[config.mk]
export PLATFORM = sky130hd
export DESIGN_NAME = key_debounce_click_long_press_core_flat
export DESIGN_NICKNAME = d
export VERILOG_FILES = /design/src/kdb_pkg.sv /design/src/kdb_if.sv /design/src/kdb_step.sv /design/src/key_debounce_click_long_press_core.sv /design/src/flat_wrapper.sv
export SDC_FILE = /design/constraint.sdc
export NUM_CORES = 1
export LEC_CHECK = 0
export ABC_AREA = 1
export BUFFER_PORTS_ARGS = -buffer_cell sky130_fd_sc_hd__buf_2
export CORE_ASPECT_RATIO = 1.25
export CORE_MARGIN = 2
export CORE_UTILIZATION = 30
export DETAILED_ROUTE_END_ITERATION = 16
export GPL_TIMING_DRIVEN = 1
export PLACE_DENSITY_LB_ADDON = 0.05
export SYNTH_ARGS = -nofsm -noshare
export SYNTH_HDL_FRONTEND = slang
export SYNTH_SLANG_ARGS = --single-unit
[constraint.sdc]
create_clock -name clk_i -period 6.7 [get_ports clk_i]
set_clock_uncertainty 0.1 [all_clocks]
set_input_delay 0 -clock clk_i [delete_from_list [all_inputs] [get_ports clk_i]]
set_output_delay 0 -clock clk_i [all_outputs]
set_load 0.01 [all_outputs]
[src/kdb_pkg.sv]
// ----------------------------------------------------------------------------
// kdb_pkg: shared types and constants for the key debounce core
// Event codes, register indexes, reset values and the transaction structs.
// ----------------------------------------------------------------------------
package kdb_pkg;

  // Event codes carried in the event slot and on the result channel
  typedef enum logic [2:0] {
    EV_NONE     = 3'd0,
    EV_PRESSED  = 3'd1,
    EV_CLICKED  = 3'd2,
    EV_RELEASED = 3'd3,
    EV_LONG     = 3'd4
  } event_e;

  // Configuration register indexes
  localparam int unsigned CfgIdxW  = 2;
  localparam int unsigned CfgDataW = 16;
  localparam logic [CfgIdxW-1:0] CFG_DEBOUNCE   = 2'd0;
  localparam logic [CfgIdxW-1:0] CFG_LONG_PRESS = 2'd1;
  localparam logic [CfgIdxW-1:0] CFG_ACTIVE_LOW = 2'd2;

  // Register reset values
  localparam logic [15:0] DebounceRst  = 16'd20;
  localparam logic [15:0] LongPressRst = 16'd1000;
  localparam logic        ActiveLowRst = 1'b1;

  localparam int unsigned TimeW = 32;

  typedef struct packed {
    logic [15:0] debounce_ms;
    logic [15:0] long_press_ms;
    logic        active_low;
  } cfg_t;

  typedef struct packed {
    logic             mode;
    logic             pin_high;
    logic [TimeW-1:0] now_ms;
    logic             take_event;
  } item_t;

  typedef struct packed {
    event_e event_res;
    logic   stable_pressed;
  } res_t;

endpackage

[src/kdb_if.sv]
// ----------------------------------------------------------------------------
// kdb_in_if / kdb_out_if: valid/ready channels of the key debounce core
// Scan transactions in, one result transaction out per scan.
// ----------------------------------------------------------------------------
interface kdb_in_if;
  logic                     valid;
  logic                     ready;
  logic                     mode;
  logic                     pin_high;
  logic [kdb_pkg::TimeW-1:0] now_ms;
  logic                     take_event;

  modport source (output valid, mode, pin_high, now_ms, take_event, input ready);
  modport sink   (input valid, mode, pin_high, now_ms, take_event, output ready);
endinterface

interface kdb_out_if;
  logic       valid;
  logic       ready;
  logic [2:0] event_res;
  logic       stable_pressed;

  modport source (output valid, event_res, stable_pressed, input ready);
  modport sink   (input valid, event_res, stable_pressed, output ready);
endinterface

[src/kdb_step.sv]
// ----------------------------------------------------------------------------
// kdb_step: debounce state and per-scan update
// Holds the key state and computes the result of one registered scan.
// ----------------------------------------------------------------------------
module kdb_step (
  input  logic           clk_i,
  input  logic           rst_ni,
  input  logic           en_i,
  input  kdb_pkg::item_t item_i,
  input  kdb_pkg::cfg_t  cfg_i,
  output kdb_pkg::res_t  res_o
);
  import kdb_pkg::*;

  logic             stable_q, stable_d;
  logic             last_raw_q, last_raw_d;
  logic             long_q, long_d;
  logic [TimeW-1:0] rct_q, rct_d;
  logic [TimeW-1:0] press_q, press_d;
  event_e           pend_q, pend_d;

  logic             raw;
  logic             raw_chg;
  logic [TimeW-1:0] deb_age;
  logic             deb_ok;
  logic             press_now;
  logic [TimeW-1:0] press_age;
  logic             long_hit;
  event_e           ev;

  // Next state and result of one scan
  always_comb begin
    raw     = item_i.pin_high ^ cfg_i.active_low;
    raw_chg = raw != last_raw_q;
    // a raw change restarts the timer, so its age is zero this scan
    deb_age = raw_chg ? '0 : item_i.now_ms - rct_q;
    deb_ok  = (raw != stable_q) && (deb_age >= {16'b0, cfg_i.debounce_ms});
    press_now = deb_ok && raw;
    press_age = press_now ? '0 : item_i.now_ms - press_q;

    stable_d   = deb_ok ? raw : stable_q;
    last_raw_d = raw;
    rct_d      = raw_chg ? item_i.now_ms : rct_q;
    press_d    = press_now ? item_i.now_ms : press_q;
    long_d     = press_now ? 1'b0 : long_q;
    ev         = pend_q;

    if (deb_ok) begin
      if (raw) begin
        ev = EV_PRESSED;
      end else begin
        ev = long_q ? EV_RELEASED : EV_CLICKED;
      end
    end

    long_hit = stable_d && !long_d && (press_age >= {16'b0, cfg_i.long_press_ms});
    if (long_hit) begin
      long_d = 1'b1;
      ev     = EV_LONG;
    end

    // init transaction loads the level and clears everything else
    if (item_i.mode) begin
      stable_d   = raw;
      last_raw_d = raw;
      long_d     = 1'b0;
      rct_d      = '0;
      press_d    = '0;
      ev         = EV_NONE;
    end

    // consume returns the slot and empties it
    if (item_i.take_event) begin
      res_o.event_res = ev;
      pend_d          = EV_NONE;
    end else begin
      res_o.event_res = EV_NONE;
      pend_d          = ev;
    end
    res_o.stable_pressed = stable_d;
  end

  // State registers
  always_ff @(posedge clk_i or negedge rst_ni) begin
    if (!rst_ni) begin
      stable_q   <= 1'b0;
      last_raw_q <= 1'b0;
      long_q     <= 1'b0;
      rct_q      <= '0;
      press_q    <= '0;
      pend_q     <= EV_NONE;
    end else if (en_i) begin
      stable_q   <= stable_d;
      last_raw_q <= last_raw_d;
      long_q     <= long_d;
      rct_q      <= rct_d;
      press_q    <= press_d;
      pend_q     <= pend_d;
    end
  end

endmodule

[src/key_debounce_click_long_press_core.sv]
// ----------------------------------------------------------------------------
// key_debounce_click_long_press_core: debounced key with click/long press
// Debounces one key from timestamped scans and reports its events.
// ----------------------------------------------------------------------------
// Every scan transaction yields exactly one result transaction. A scan is
// captured in an input register, evaluated there against the key state and
// placed in an output register once that register can take it; one scan can
// be accepted every cycle while results drain, and the output register is
// the only point of back-pressure. Each scan updates the state through two
// 32-bit modulo-2^32 age compares (debounce age and press age). Registers
// (debounce_ms, long_press_ms, active_low) are to be written through cfg_we_i
// only while no transaction is in flight; the core does not enforce this.
module key_debounce_click_long_press_core (
  input  logic                          clk_i,
  input  logic                          rst_ni,
  input  logic                          cfg_we_i,
  input  logic [kdb_pkg::CfgIdxW-1:0]   cfg_idx_i,
  input  logic [kdb_pkg::CfgDataW-1:0]  cfg_wdata_i,
  kdb_in_if.sink                        in_ch,
  kdb_out_if.source                     out_ch
);
  import kdb_pkg::*;

  cfg_t  cfg_q;
  logic  in_valid_q;
  item_t item_q;
  logic  out_valid_q;
  res_t  res_q;
  res_t  res_step;
  logic  step_en;
  logic  in_fire;

  // Configuration registers
  always_ff @(posedge clk_i or negedge rst_ni) begin
    if (!rst_ni) begin
      cfg_q.debounce_ms   <= DebounceRst;
      cfg_q.long_press_ms <= LongPressRst;
      cfg_q.active_low    <= ActiveLowRst;
    end else if (cfg_we_i) begin
      unique case (cfg_idx_i)
        CFG_DEBOUNCE:   cfg_q.debounce_ms   <= cfg_wdata_i;
        CFG_LONG_PRESS: cfg_q.long_press_ms <= cfg_wdata_i;
        CFG_ACTIVE_LOW: cfg_q.active_low    <= cfg_wdata_i[0];
        default:        ;
      endcase
    end
  end

  // Handshake: scan stage moves when the output register can take it
  assign step_en      = in_valid_q && (!out_valid_q || out_ch.ready);
  assign in_ch.ready  = !in_valid_q || step_en;
  assign in_fire      = in_ch.valid && in_ch.ready;

  // Input register
  always_ff @(posedge clk_i or negedge rst_ni) begin
    if (!rst_ni) begin
      in_valid_q <= 1'b0;
    end else if (in_ch.ready) begin
      in_valid_q <= in_ch.valid;
    end
  end

  always_ff @(posedge clk_i) begin
    if (in_fire) begin
      item_q.mode       <= in_ch.mode;
      item_q.pin_high   <= in_ch.pin_high;
      item_q.now_ms     <= in_ch.now_ms;
      item_q.take_event <= in_ch.take_event;
    end
  end

  // Scan evaluation and key state
  kdb_step u_step (
    .clk_i  (clk_i),
    .rst_ni (rst_ni),
    .en_i   (step_en),
    .item_i (item_q),
    .cfg_i  (cfg_q),
    .res_o  (res_step)
  );

  // Output register
  always_ff @(posedge clk_i or negedge rst_ni) begin
    if (!rst_ni) begin
      out_valid_q <= 1'b0;
    end else if (step_en) begin
      out_valid_q <= 1'b1;
    end else if (out_ch.ready) begin
      out_valid_q <= 1'b0;
    end
  end

  always_ff @(posedge clk_i) begin
    if (step_en) begin
      res_q <= res_step;
    end
  end

  assign out_ch.valid          = out_valid_q;
  assign out_ch.event_res      = res_q.event_res;
  assign out_ch.stable_pressed = res_q.stable_pressed;

  // A scan without consume never reports an event
  assert property (@(posedge clk_i) disable iff (!rst_ni)
    (step_en && !item_q.take_event) |=> (out_ch.event_res == EV_NONE))
    else $error("event reported without consume");

  // An init transaction posts nothing and loads the mapped pin level
  assert property (@(posedge clk_i) disable iff (!rst_ni)
    (step_en && item_q.mode) |=>
      (out_ch.event_res == EV_NONE) &&
      (out_ch.stable_pressed == ($past(item_q.pin_high) ^ $past(cfg_q.active_low))))
    else $error("init transaction result wrong");

  // A held scan stays in the input register until it is evaluated
  assert property (@(posedge clk_i) disable iff (!rst_ni)
    (in_valid_q && !step_en) |=> in_valid_q && $stable(item_q))
    else $error("stalled scan lost");

  // Output register only fills from an evaluated scan
  assert property (@(posedge clk_i) disable iff (!rst_ni)
    $rose(out_valid_q) |-> $past(step_en))
    else $error("result without scan");

endmodule

[src/flat_wrapper.sv]
// flat-port wrapper written by rule: the top's interface ports become plain ports
module key_debounce_click_long_press_core_flat import kdb_pkg::*;
  (clk_i, rst_ni, cfg_we_i, cfg_idx_i, cfg_wdata_i, in_ch_valid, in_ch_mode, in_ch_pin_high, in_ch_now_ms, in_ch_take_event, in_ch_ready, out_ch_valid, out_ch_event_res, out_ch_stable_pressed, out_ch_ready);
  kdb_in_if in_ch_i ();
  kdb_out_if out_ch_i ();
  input  logic clk_i;
  input  logic rst_ni;
  input  logic cfg_we_i;
  input  logic [kdb_pkg::CfgIdxW-1:0] cfg_idx_i;
  input  logic [kdb_pkg::CfgDataW-1:0] cfg_wdata_i;
  input wire logic [$bits(in_ch_i.valid)-1:0] in_ch_valid;
  input wire logic [$bits(in_ch_i.mode)-1:0] in_ch_mode;
  input wire logic [$bits(in_ch_i.pin_high)-1:0] in_ch_pin_high;
  input wire logic [$bits(in_ch_i.now_ms)-1:0] in_ch_now_ms;
  input wire logic [$bits(in_ch_i.take_event)-1:0] in_ch_take_event;
  output wire logic [$bits(in_ch_i.ready)-1:0] in_ch_ready;
  output wire logic [$bits(out_ch_i.valid)-1:0] out_ch_valid;
  output wire logic [$bits(out_ch_i.event_res)-1:0] out_ch_event_res;
  output wire logic [$bits(out_ch_i.stable_pressed)-1:0] out_ch_stable_pressed;
  input wire logic [$bits(out_ch_i.ready)-1:0] out_ch_ready;
  assign in_ch_i.valid = in_ch_valid;
  assign in_ch_i.mode = in_ch_mode;
  assign in_ch_i.pin_high = in_ch_pin_high;
  assign in_ch_i.now_ms = in_ch_now_ms;
  assign in_ch_i.take_event = in_ch_take_event;
  assign in_ch_ready = in_ch_i.ready;
  assign out_ch_valid = out_ch_i.valid;
  assign out_ch_event_res = out_ch_i.event_res;
  assign out_ch_stable_pressed = out_ch_i.stable_pressed;
  assign out_ch_i.ready = out_ch_ready;
  key_debounce_click_long_press_core u_core (.clk_i(clk_i), .rst_ni(rst_ni), .cfg_we_i(cfg_we_i), .cfg_idx_i(cfg_idx_i), .cfg_wdata_i(cfg_wdata_i), .in_ch(in_ch_i), .out_ch(out_ch_i));
endmodule
Word-level counts from Yosys, hierarchy flattened
Index checks and enable logic that the tools add are counted.

operators by class
  multiplexer cells = 19
  divide/modulo/power cells = 0
  multiply operators = 0
  shift-type cells = 0
  equal/unequal tests = 4
  add/sub/neg operators = 2
  bitwise logic cells = 1
  magnitude comparators = 2
  reduce and logical (&&, ||, !) cells = 20

operators by type and width
  cell                                                                   number
  32-bit 2-to-1 mux                                                      6
  32-bit by 16-bit >= comparator with 1-bit output                       2
  32-bit subtractor                                                      2
  3-bit 2-to-1 mux                                                       4
  2-bit AND reduction                                                    5
  1-bit 2-to-1 mux                                                       8
  1-bit logical AND                                                      6
  2-bit nonzero test                                                     3
  1-bit logical NOT                                                      3
  2-bit by 1-bit equality test with 1-bit output, second input constant  1
  2-bit equality test, second input constant                             1
  2-bit logical NOT                                                      1
  1-bit logical OR                                                       2
  2-bit 2-to-1 mux                                                       1
  1-bit inequality test                                                  2
  1-bit XOR                                                              1

word-level totals
  memory bits (writable) = 0
  latch bits = 0
  bits of input ports = 58
  ROM bits = 0
  word-level logic and storage cells = 65
  memories kept = 0
  output and inout bits = 6
  register bits after elaboration = 144

Depth between registers and ports, before layout
Gate-level depths: netlist (run 1).

  depth after elaboration = 13
  mapped depth = 40
  mapped depth without buffers = 38

Modules after synthesis
A second synthesis (run 1) with hierarchy kept.

unflattened totals
  cell total of the unflattened synthesis = 1,725
  area total of the unflattened synthesis = 11,471.0 um2

modules (own cells, without submodules)
  module                              sequential area each (um2)  area an instance (um2)  times used  cells an instance
  kdb_step                            1,751.7                     8,829.7                 1           1,527
  key_debounce_click_long_press_core  2,058.2                     2,641.3                 1           198

Worst setup path after synthesis (run 1)
Ideal clock, no wire load.

  path type = register -> register
  from = reg u_core.cfg_q[0] (netlist bit)
  to = reg u_core.res_q, in the netlist u_core.out_ch.event_res[2], data pin
  period minus slack after synthesis = 4,767 ps
  path buffers = 3
  cell stages (with the launch flop) = 34
  library setup time = 252 ps
  data arrival time = 4,415 ps
  required time = 6,348 ps
  setup slack = 1,933 ps
  path through = dfstp_2 -> or2_1 -> nand2_1 -> inv_1 -> or2_2 -> nand2_2 -> buf_1 -> o21ai_0 -> a21oi_1 -> ha_1 -> a21oi_1 -> nor2_1 -> a211oi_1 -> nand2_1 -> nor2_1 -> nand3_2 -> nand3_2 -> buf_6 -> buf_2 -> nand2_1 -> ha_1 -> o21ai_0 -> nand2_1 -> a21o_1 -> a21oi_1 -> o21ai_0 -> a21oi_1 -> o21ai_0 -> a21oi_1 -> nand2_2 -> nand3_4 -> nand2_2 -> nand2_1 -> nor2_2

between the ends
  cells in the longest elaborated chain, start to end = 12
  elaborated cells on any way between the ends = 17
  classes of those cells = order compare: 2; eq/ne: 2; mux: 7; bitwise: 1; reduce/logical: 5

RTL lines
  item                                                                                                      line                                      source
  start, declared                                                                                           key_debounce_click_long_press_core.sv:24  cfg_t cfg_q;
  1-bit XOR *                                                                                               kdb_step.sv:33                            raw = item_i.pin_high ^ cfg_i.active_low;
  parallel branches: the longest is 9 deep, another holds 32-bit by 16-bit >= comparator with 1-bit output  --
  3-bit 2-to-1 mux *                                                                                        kdb_step.sv:57                            if (long_hit) begin
  3-bit 2-to-1 mux *                                                                                        kdb_step.sv:63                            if (item_i.mode) begin
  end signal, assigned                                                                                      key_debounce_click_long_press_core.sv:95  res_q <= res_step;
  end, declared                                                                                             key_debounce_click_long_press_core.sv:28  res_t res_q;

Every way passes the cells marked *.
A chain may end at the register's enable or synchronous reset.

Worst setup path in the final report (run 1)
  from = reg u_core.item_q[11] (netlist bit)
  to = reg u_core.res_q, in the netlist u_core.out_ch.event_res[2], data pin

between the ends
  cells in the longest elaborated chain, start to end = 11
  elaborated cells on any way between the ends = 16
  classes of those cells = add/sub: 2; order compare: 2; mux: 7; reduce/logical: 5

RTL lines
  item                                                                       line                                      source
  start, declared                                                            key_debounce_click_long_press_core.sv:26  item_t item_q;
  parallel branches: the longest is 9 deep, another holds 32-bit subtractor  --
  3-bit 2-to-1 mux *                                                         kdb_step.sv:57
  3-bit 2-to-1 mux *                                                         kdb_step.sv:63

Marked as above.

==> summary.md, run 1 <==
At the later pin of the worst-skew pair, clock insertion delay measures 0.46 ns. The floorplan step defined a core boundary enclosing 37,300 µm². Once layout is complete, the cells apart from fillers number 2,322. Wires add up to 38,200 µm. For the pin with the worst max-slew slack, the measured transition is 0.989 ns. The kind of end point of the critical path is a flop. The tools report the CTS root buffer as clkbuf_16. The area growth from synthesis to layout is 18.3%. The worst hold path class was in2async.

Summed over all nets, the half-perimeter wirelength after detailed placement is 30,900 µm. In this run, the combinational gates consume 55.4% of the power. For this run, the top clock speed supported by timing is 0.174 GHz. The via count of the first global-routing pass is 10,800, and the post-cts sizing count is 0. In this run switching power makes up 47.2% of total power. Setup total negative slack on the finished layout was measured at 0 ns.

The placed cell area is 12,200 µm², and the critical path data required time is 6.81 ns. After detailed routing, the number of vias per cell comes to 4.60. Counting every instance in the synthesized netlist gives 1,702. Among all flip-flop cells after synthesis, the most frequent one is dfrtp_1.

The post-synthesis area per instance was 6.65 µm²; the final routed DRC violation total was 0. The tools report the initial detailed-routing violation count as 557. Setup repair after global routing left no endpoint under its margin. Final max-slew violation count: 0. The run gives 30.4% as the starting utilization of the core area. The first detailed-routing pass took 5 iterations.

The initial antenna violation count came out at 0. For the maximum vdd drop, the log shows 0.200 mV. TritonCTS built the clock tree.

Cells fill 36.0% of the core in the end. The filler cells instantiated in the layout total 4,063. The static leakage is 7.09 nW. The number of nets in the final layout was 1,977. In this run the deepest clock path goes through 2 buffers. The cell area that synthesis handed to floorplanning was 11,300 µm². The flow ran to the end, and the final reports show no timing, DRC or antenna violations.

STA puts the critical path data arrival time at 5.85 ns. Yosys printed 0 warnings. Global routing used 20.3% of the available tracks. On the worst path, the slowest cell contributes a delay of 0.51 ns. The tool flagged a number of max-cap violations equal to 0.

The synthesized netlist net count is 1,856. Summed over all instances, the cell type with the most area after synthesis is dfrtp_1. Total power of the final layout: 4.96 mW.

Entering global routing, the biggest net connects 44 pins. Summed over its instances, the top area cell type makes up 21.2% of the synthesized netlist area. After detailed routing, the average wire length per cell comes to 16.4 µm. The die boundary width was 178 µm. Of all flip-flops after synthesis, the portion carrying an async set or reset was 72.9%.

The worst setup path is launched from a flop. The fraction of the cycle the final worst path needs is 85.6%. Critical path class: reg2reg. By instance count, the cell type seen most on the critical path is nand2_1.

Once layout is done, the placed cells without fillers occupy 13,400 µm². The final count of hold timing violations is 0, and the clock sink total is 144. Setup violations remaining at the end of the flow were counted as 0.

The count of different cell masters after synthesis is 45, and the vertical die dimension is 221 µm. The fraction of layout cells with a size suffix above 1 was 8.22%; the minimum setup slack after placement was 1.02 ns. In this run the worst path has a maximum fanout of 20. The internal power summed over all cells was 2.62 mW; the switching power was 2.34 mW. The routed layout has 10,700 vias. The number of input and output port buffers inserted is 63, and the synthesis-stage register bit count is 144.

The run gives 4 as the number of levels the H-tree was split into. The shortest period the worst path allows works out to 5.73 ns. During I/O placement, the number of pins put on the boundary was 64. The clock slew seen by the registers of the worst setup and hold paths works out to 0.07 ns. The largest individual stage delay along the critical path comes from the cell edfxtp_1.

The count of nets left with antenna violations once routing finished came out at 0. The floorplan has 79 rows. The number of CTS-inserted buffers is 17. The number of enable flip-flop cells after synthesis works out to 39.

By area the synthesized netlist is led by dfrtp_1 21%, nand2_1 17%, inv_1 12%. The areal power density over the cells came out at 371 nW/µm². 0 antenna diodes ended up in the layout. Counting tap cells, the placed design contains a total of 2,232 instances. Final hold analysis gives a worst-case slack of 0.0550 ns. At the end of routability-driven placement, the weighted congestion stood at 0.846. The floorplan step defined a die boundary enclosing 39,300 µm². The logs give 60,300 µm for the first-pass GRT wire length and 33.6% for the share of synthesized area occupied by flip-flops and latches. The total overflow left after global routing is 0.

The sequential cell fraction of total power was 24.2%; the worst relative slew slack was 34.0%. The post-layout worst setup margin came out at 0.966 ns. The share of total power in the clock network came out at 20.4%.
==> cells by family (layout without fill, tap and decap cells) <==
logic type | Yosys count | in the layout | synth area share (%)
and+or+nand+nor | 818 | 818 | 30.2
buffers and inverters | 386 | 520 | 12.9
AOI/OAI and AO/OA | 243 | 243 | 11.2
DFF | 144 | 144 | 33.6
adders and majority gates | 96 | 96 | 10.7
xor gates and xnor gates | 13 | 13 | 1.01
muxes | 2 | 2 | 0.199
==> cell usage after synthesis (12+ instances only) <==
master    number
a21oi_1       79
clkbuf_1      16
dfrtp_1       96
edfxtp_1      39
ha_1          94
inv_1        357
nand2_1      520
nand3_1       67
nand4_1       27
nor2_1       140
nor3_1        14
o21ai_0      142
xor2_1        12
==> registers in the layout, indices dropped and copies added, names as in the netlist <==
name,flops
u_core.u_step.rct_q,32
u_core.out_ch.event_res,3
u_core.u_step.last_raw_q,1
u_core.cfg_q,33
u_core.item_q,35
u_core.u_step.pend_q,3
u_core.u_step.stable_q,1
u_core.out_ch.stable_pressed,1
u_core.out_ch.valid,1
u_core.in_valid_q,1
u_core.u_step.long_q,1
u_core.u_step.press_q,32
==> critical path: cells and delay by family (launching register included) <==
family	cells	cell delay, ns
flops	1	0.51
buf+inv	1	0.07
simple gates	17	2.10
compound gates	11	1.68
fa+ha+maj	3	0.99
==> layout make-up <==
| class | instances | area (µm²) | area share, % |
|---|---|---|---|
| clock buffer | 18 | 429 | 3.20 |
| sequential | 144 | 3810 | 28.4 |
| multi-input combinational | 1172 | 6060 | 45.2 |
| timing repair buffer | 127 | 953 | 7.12 |
| clock inverter | 14 | 183 | 1.36 |
| inverter | 361 | 1360 | 10.1 |
| tap | 486 | 608 | 4.54 |
==> routing by layer <==
metal	vias to the layer above	routed length [µm]	share of wire (%)	track usage, %
li1	5559	-	-	-
met1	4876	17100	45	25.1
met2	187	18600	49	35.1
met3	53	1180	3.1	2.84
met4	0	1320	3.5	8.36
met5	-	0	0	0
==> placed cells by master (no fill, tap or decap), drive strengths merged, types with 4 or more instances in the layout <==
cell type / count
a21oi: 80
and2: 4
buf: 70
clkbuf: 18
clkinv: 7
dfrtp: 96
dfstp: 9
dlygate4sd3: 57
edfxtp: 39
ha: 94
inv: 362
nand2: 530
nand3: 73
nand3b: 9
nand4: 28
nor2: 148
nor3: 14
o21ai: 145
o21bai: 6
or2: 8
xor2: 12
==> what timing repair did <==
action	CTS	global route
setup endpoints to repair	0	0
setup buffers	0	0
hold buffers	58	0
endpoints found under the hold margin	136	0
==> path summary, 6_finish.rpt <==
| kind | start | to | slack [ns] | depth (start not counted) |
|---|---|---|---|---|
| max reg2reg | u_core.item_q[11]$_DFFE_PP_ | u_core.out_ch.event_res[2]$_SDFFCE_PN0P_ | 0.97 | 32 |
| min in group clk_i | in_ch_now_ms[7] | u_core.item_q[8]$_DFFE_PP_ | 0.15 | 2 |
| max | u_core.item_q[11]$_DFFE_PP_ | u_core.out_ch.event_res[2]$_SDFFCE_PN0P_ | 0.97 | 32 |
| min reg2reg | u_core.cfg_q[18]$_DFFE_PN0P_ | u_core.cfg_q[18]$_DFFE_PN0P_ | 0.38 | 2 |
| min | rst_ni | u_core.cfg_q[10]$_DFFE_PN1P_ | 0.05 | 2 |
| max in group asynchronous | rst_ni | u_core.u_step.pend_q[1]$_DFFE_PN0P_ | 5.30 | 4 |
==> power by group through the flow <==
| stage | sequential (mW) | clock (mW) | combinational (mW) |
|---|---|---|---|
| finish | 1.20 | 1.01 | 2.75 |
| global route | 1.22 | 1.07 | 3.18 |
| CTS | 1.20 | 1.05 | 2.78 |
| detailed placement | 1.22 | 0 | 2.72 |
| global placement | 1.22 | 0 | 2.72 |
| floorplan | 1.19 | 0 | 1.94 |
Power figures use the tool's default switching activity.
==> inputs of run 2 (changes only) <==
- HOLD_SLACK_MARGIN: unset -> 0.1
==> summary.md, run 2 (same netlist as run 1, synthesis figures left out) <==
The run finished with clean final reports. The tools report the combinational share of power as 55.4% (about the same). The slowest library cell on the worst path is edfxtp_1.

The estimated wirelength of the detail-placed design was 30,900 µm (unchanged). The number of flip-flops in the largest register came out at 35 (unchanged). The tools report the global-route congestion overflow total as 0 (unchanged).

The run gives 20.4% (about the same) as the share of total power in the clock network. The number of buffer and inverter stages on the critical path is 1 (unchanged), and the delay of the slowest cell on the worst path is 0.50 ns (about the same). The run gives 6.81 ns (about the same) as the critical path data required time. Die boundary width: 178 µm (unchanged).

The worst hold path class was in2reg. The tools report the via count of the first global-routing pass as 10,800 (+0.074%). The final routed DRC violation total was 0 (unchanged). The critical path is of the reg2reg type. The post-cts sizing count came out at 0 (unchanged). The most common library cell in the layout ignoring fill and taps was nand2_1.

The run gives 7.09 nW (about the same) as the static leakage. Number of buffers on the longest clock path: 2 (unchanged). The number of buffers inserted by post-CTS setup repair was 0 (unchanged); the final routed wirelength across all metal layers was 38,200 µm (+0.12%). The number of input and output port buffers inserted works out to 63 (unchanged). The area of the placeable core was 37,300 µm² (unchanged).

The top cell types in the final layout, fill and taps aside, are 520 x nand2_1, 356 x inv_1, 142 x o21ai_0. STA classifies the critical path endpoint as a flop. The all-layer global routing usage was 20.3% (about the same). The shortest period the worst path allows works out to 5.71 ns (-0.0199 ns). The tightest hold margin was 0.146 ns (+0.0913 ns).

The starting utilization of the core area was 30.4% (unchanged); the signed area change from the synthesized netlist to the final layout was 18.4% (about the same). For the number of diodes, the log shows 0 (unchanged). Dominant cell type by count on the critical path: nand2_1.

Clock slew seen by the registers of the worst setup and hold paths: 0.07 ns (about the same). The logs give 2.35 mW (+0.13%) for the switching power and 39,300 µm² (unchanged) for the die outline area. Setup repair after global routing left no endpoint under its margin. Final max-slew violation count: 0 (unchanged). The tree is rooted in a clkbuf_16. The max-cap check violation count was 0 (unchanged); the fraction of layout cells with a size suffix above 1 was 8.22% (about the same). The tools report the worst relative slew slack as 34.0% (about the same). The average routed wire per standard cell is 16.5 µm (about the same). The run gives 0 (unchanged) as the initial antenna violation count. The footprint of the multi-input gates was 6060 µm² (unchanged); the areal power density over the cells was 371 nW/µm² (about the same).

For the sequential cell fraction of total power, the log shows 24.2% (about the same). The vertical die dimension is 221 µm (unchanged), and the first-pass iteration count of the detailed router is 5 (unchanged). The run gives 0.846 (unchanged) as the final RePlAce weighted congestion. Number of levels the H-tree was split into: 4 (unchanged). The logs give 0.199 mV (-0.45%) for the maximum vdd drop and 3810 µm² (unchanged) for the sequential cell area in the final layout. The tools report the number of nets with antenna violations after detailed routing as 0 (unchanged).

Fraction of the cycle the final worst path needs: 85.3% (-0.30 points). The routed via count was 10,700 (+0.22%); the number of inserted filler cells in the final layout was 4,062 (-0.025%). Number of endpoints failing setup at the final stage: 0 (unchanged).

The kind of cell with the highest combined delay along the critical path is simple AND/OR/NAND/NOR gates. The number of CTS-inserted buffers is 17 (unchanged). The internal power summed over all cells is 2.62 mW (about the same). In the final layout, the registers with the most flip-flops are u_core.item_q x35, u_core.cfg_q x33. For the worst-skew pair later-pin latency, the log shows 0.46 ns (about the same). Number of nets in the final layout: 1,978 (+0.051%). Kind of start point of the critical path: a flop. The sum of negative setup slack came out at 0 ns (unchanged). The I/O pin count was 64 (unchanged); the total of hold buffers inserted after clock tree synthesis was 59 (+1.7%). TritonCTS built the clock tree. The final count of hold timing violations was 0 (unchanged). The critical path data arrival time is 5.82 ns (-0.03 ns), and the first-pass GRT wire length is 60,300 µm (about the same). Largest net degree at the start of global routing: 44 (unchanged). The switching fraction of total power came out at 47.2% (about the same). The transition time at the pin with the least slew margin was 0.989 ns (+0.000423 ns). The clock sink total came out at 144 (unchanged). u_core.item_q holds more flip-flops than any other register.

The largest fanout of any net on the critical path came out at 20 (unchanged). The detailed-route vias per instance is 4.61 (+0.18%), and the highest clock frequency the design can meet is 0.175 GHz (+0.35%). The initial detailed-routing violation count is 567 (+1.8%), and the number of cell rows is 79 (unchanged).
run 2: cell count changes in the layout (fill, tap and decap cells not counted), sizes merged:
cell	before	now
dlygate4sd3	57	58
run 2: stage by stage:
step,std cells,utilization (%),instance area [µm²],worst slack [ns],power (mW)
6_report,2323,36.0,13400,0.986,4.97
5_1_grt,2323,36.0,13400,0.423,5.47
4_1_cts,2323,36.0,13400,0.980,5.03
3_5_place_dp,2232,32.7,12200,1.02,3.94
3_3_place_gp,2232,32.7,12200,1.04,3.94
2_1_floorplan,1702,-,11300,1.93,3.13
run 2: area by class of cell:
class                           count  share of cell area [%]
Inverter                          361                    10.1
Multi-Input combinational cell   1172                    45.2
Clock buffer                       18                    3.20
Sequential cell                   144                    28.4
Timing Repair Buffer              128                    7.19
Tap cell                          486                    4.54
Clock inverter                     14                    1.36
run 2: power groups by stage:
stage,sequential [mW],clock [mW],combinational [mW]
after floorplan,1.19,0,1.94
after global placement,1.22,0,2.72
after detailed placement,1.22,0,2.72
after CTS,1.20,1.05,2.78
after global routing,1.22,1.07,3.18
final,1.20,1.01,2.75
run 2: worst register-to-register path: cells and delay by family (launching register included):
kind / cells / cell delay [ns]
adder cells (fa/ha/maj): 3 / 0.99
buffers and inverters: 1 / 0.07
AND/OR/NAND/NOR: 17 / 2.10
flip-flops: 1 / 0.50
AO/OA/AOI/OAI: 11 / 1.68
run 2: metal layers:
layer	wire length (µm)	vias up	global-route usage, %
li1	-	5560	-
met1	17200	4905	25.1
met2	18600	183	35.1
met3	1130	51	2.84
met4	1290	0	8.36
met5	0	-	0
run 2: final timing paths:
| check | slack (ns) | cells past startpoint | start | endpoint |
|---|---|---|---|---|
| max in group asynchronous | 4.76 | 5 | rst_ni | u_core.u_step.pend_q[1]$_DFFE_PN0P_ |
| hold reg to reg | 0.38 | 2 | u_core.cfg_q[18]$_DFFE_PN0P_ | u_core.cfg_q[18]$_DFFE_PN0P_ |
| setup reg to reg | 0.99 | 32 | u_core.item_q[11]$_DFFE_PP_ | u_core.out_ch.event_res[2]$_SDFFCE_PN0P_ |
| min in group asynchronous | 0.60 | 3 | rst_ni | u_core.cfg_q[10]$_DFFE_PN1P_ |
| hold / removal | 0.15 | 2 | in_ch_now_ms[13] | u_core.item_q[14]$_DFFE_PP_ |
| setup / recovery | 0.99 | 32 | u_core.item_q[11]$_DFFE_PP_ | u_core.out_ch.event_res[2]$_SDFFCE_PN0P_ |
==> inputs of run 3 (changes only) <==
- CAP_MARGIN: unset -> 20
- CORE_ASPECT_RATIO: 1.25 -> unset
==> summary.md, run 3 (same netlist as run 1, synthesis figures left out) <==
The run gives 0.44 ns (-0.02 ns) as the worst-skew pair later-pin latency. The fraction of the cycle the final worst path needs works out to 82.8% (-2.5 points). The signed area change from the synthesized netlist to the final layout is 18.4% (about the same). The tools report the initial antenna violation count as 1 (+1). For the number of levels the H-tree was split into, the log shows 4 (unchanged). The estimated wirelength of the detail-placed design is 30,800 µm (-0.22%), and the average routed wire per standard cell is 16.2 µm (-1.3%). Fraction of layout cells with a size suffix above 1: 8.17% (-0.050 points).

The run gives 39,300 µm² (about the same) as the die outline area. The largest registers in the layout are u_core.item_q x35, u_core.cfg_q x33. The area of the placeable core was 37,400 µm² (+0.36%); the number of flip-flops in the largest register was 35 (unchanged). The library cell used most frequently in the layout, excluding fill and tap cells, is nand2_1. The final cell utilization of the core came out at 35.8% (-0.14 points).

The logs give 38,100 µm (-0.26%) for the final routed wirelength across all metal layers and 6.79 ns (-0.02 ns) for the critical path data required time. The fraction of met3 tracks used by global routing is 1.87% (-0.96 points), and the largest fanout of any net on the critical path is 20 (unchanged). Final max-slew violation count: 0 (unchanged).

The shortest period the worst path allows is 5.55 ns (-0.165 ns). For the number of diodes, the log shows 0 (unchanged). By startpoint and endpoint, the worst setup path is classified as reg2reg. First-pass iteration count of the detailed router: 5 (unchanged). Final RePlAce weighted congestion: 0.892 (+5.4%). TritonCTS built the clock tree.

The delay of the slowest cell on the worst path came out at 0.51 ns (about the same). The number of cell rows is 71 (-10%). Setup repair after global routing left no endpoint under its margin.

Ranked by flip-flop count, first place goes to u_core.item_q. The run gives 0 (unchanged) as the final count of hold timing violations. The logs give 1,977 (-0.051%) for the number of nets in the final layout and 675 (+19%) for the initial detailed-routing violation count. The final routed DRC violation total was 0 (unchanged).

The transition time at the pin with the least slew margin came out at 0.933 ns (-0.0562 ns). By instance count, the cell type seen most on the critical path is nand2_1. The worst setup path is launched from a flop. The run gives 32.0% (-3.1 points) as the routing usage on met2. The areal power density over the cells was 364 nW/µm² (-1.7%). The largest net degree at the start of global routing is 65 (+48%), and the die boundary width is 198 µm (+12%). The logs give 0 (unchanged) for the number of buffers inserted by post-CTS setup repair and 0 (unchanged) for the number of endpoints failing setup at the final stage. The most congested layer reported by global routing is met2.

The tools report the worst relative slew slack as 37.7% (+3.7 points). The tools report the routed via count as 10,700 (+0.37%). The path class of the tightest hold or removal check is in2reg. The kind of end point of the critical path was a flop.

Clock slew seen by the registers of the worst setup and hold paths: 0.07 ns (about the same). The number of CTS-inserted buffers is 17 (unchanged), and the first-pass GRT wire length is 59,700 µm (-0.89%). The critical path data arrival time came out at 5.64 ns (-0.18 ns). The static leakage is 7.08 nW (about the same), and the clock sink total is 144 (unchanged).

The number of nets with antenna violations after detailed routing was 0 (unchanged). The maximum vdd drop was 0.160 mV (-20%); the number of buffers on the longest clock path was 2 (unchanged). The slowest stage of the critical path is the edfxtp_1 cell.

For the all-layer global routing usage, the log shows 20.1% (-0.17 points). The run gives 0 (unchanged) as the global-route congestion overflow total. The sum of negative setup slack is 0 ns (unchanged), and the I/O pin count is 64 (unchanged). In the layout the commonest cells are 520 x nand2_1, 356 x inv_1, 142 x o21ai_0. The run gives 0 (unchanged) as the max-cap check violation count. Highest clock frequency the design can meet: 0.180 GHz (+3.0%).

The number of inserted filler cells in the final layout was 4,117 (+1.4%); the via count of the first global-routing pass was 10,500 (-2.2%). The global routing usage on met1 was 29.6% (+4.5 points); the number of input and output port buffers inserted was 63 (unchanged). The root buffer cell chosen for the clock tree is clkbuf_16.

The vertical die dimension works out to 198 µm (-10%). The run finished with clean final reports. The detailed-route vias per instance came out at 4.58 (-0.65%). The run gives 30.3% (-0.11 points) as the starting utilization of the core area.
## run 3: through the flow
step           cell area (µm²)  hold slack, ns  cells  power [mW]  setup WS [ns]
6_report                 13400           0.167   2347        4.88           1.15
5_1_grt                  13400           0.160   2347        5.40          0.465
4_1_cts                  13400           0.146   2347        4.94           1.19
3_5_place_dp             12200         -0.0377   2256        3.92           1.23
3_3_place_gp             12200         -0.0487   2256        3.92           1.30
2_1_floorplan            11300          -0.396   1702        3.13           1.93
## run 3: power breakdown
part	switching [mW]	total, mW	leakage [nW]	internal (mW)
clock	0.459	0.961	0.291	0.502
sequential	0.0919	1.20	1.71	1.11
combinational	1.81	2.72	5.09	0.914
total	2.36	4.88	7.08	2.53
## run 3: path summary, 6_finish.rpt
check	depth (start not counted)	slack (ns)	from	end
setup / recovery	32	1.15	u_core.item_q[4]$_DFFE_PP_	u_core.out_ch.event_res[2]$_SDFFCE_PN0P_
hold / removal	2	0.17	in_ch_now_ms[11]	u_core.item_q[12]$_DFFE_PP_
setup reg to reg	32	1.15	u_core.item_q[4]$_DFFE_PP_	u_core.out_ch.event_res[2]$_SDFFCE_PN0P_
hold reg to reg	2	0.39	u_core.cfg_q[31]$_DFFE_PN0P_	u_core.cfg_q[31]$_DFFE_PN0P_
max in group asynchronous	4	4.93	rst_ni	u_core.u_step.press_q[21]$_DFFE_PN0P_
min in group asynchronous	3	0.64	rst_ni	u_core.cfg_q[21]$_DFFE_PN1P_
## run 3: layout make-up
cell class / count / area, µm² / area share (%)
Clock inverter: 15 / 159 / 1.19
Tap cell: 511 / 639 / 4.77
Inverter: 361 / 1360 / 10.1
Multi-Input combinational cell: 1172 / 6060 / 45.2
Sequential cell: 144 / 3810 / 28.4
Timing Repair Buffer: 127 / 956 / 7.13
Clock buffer: 17 / 425 / 3.17
## run 3: critical path, delay by kind of cell (launching register included)
family / cells / cell delay, ns
AND/OR/NAND/NOR: 18 / 2.03
AO/OA/AOI/OAI: 11 / 1.64
adder cells (fa/ha/maj): 3 / 1.02
flip-flops: 1 / 0.51
## run 3: layer usage
metal	share of wire, %	vias up
li1	-	5559
met1	52	5007
met2	45	150
met3	2.4	23
met4	1.1	0
met5	0	-
## run 3: timing repair
action                    4_1_cts  5_1_grt
hold endpoints to repair      113        0
hold buffers                   59        0
resized for setup               0        0
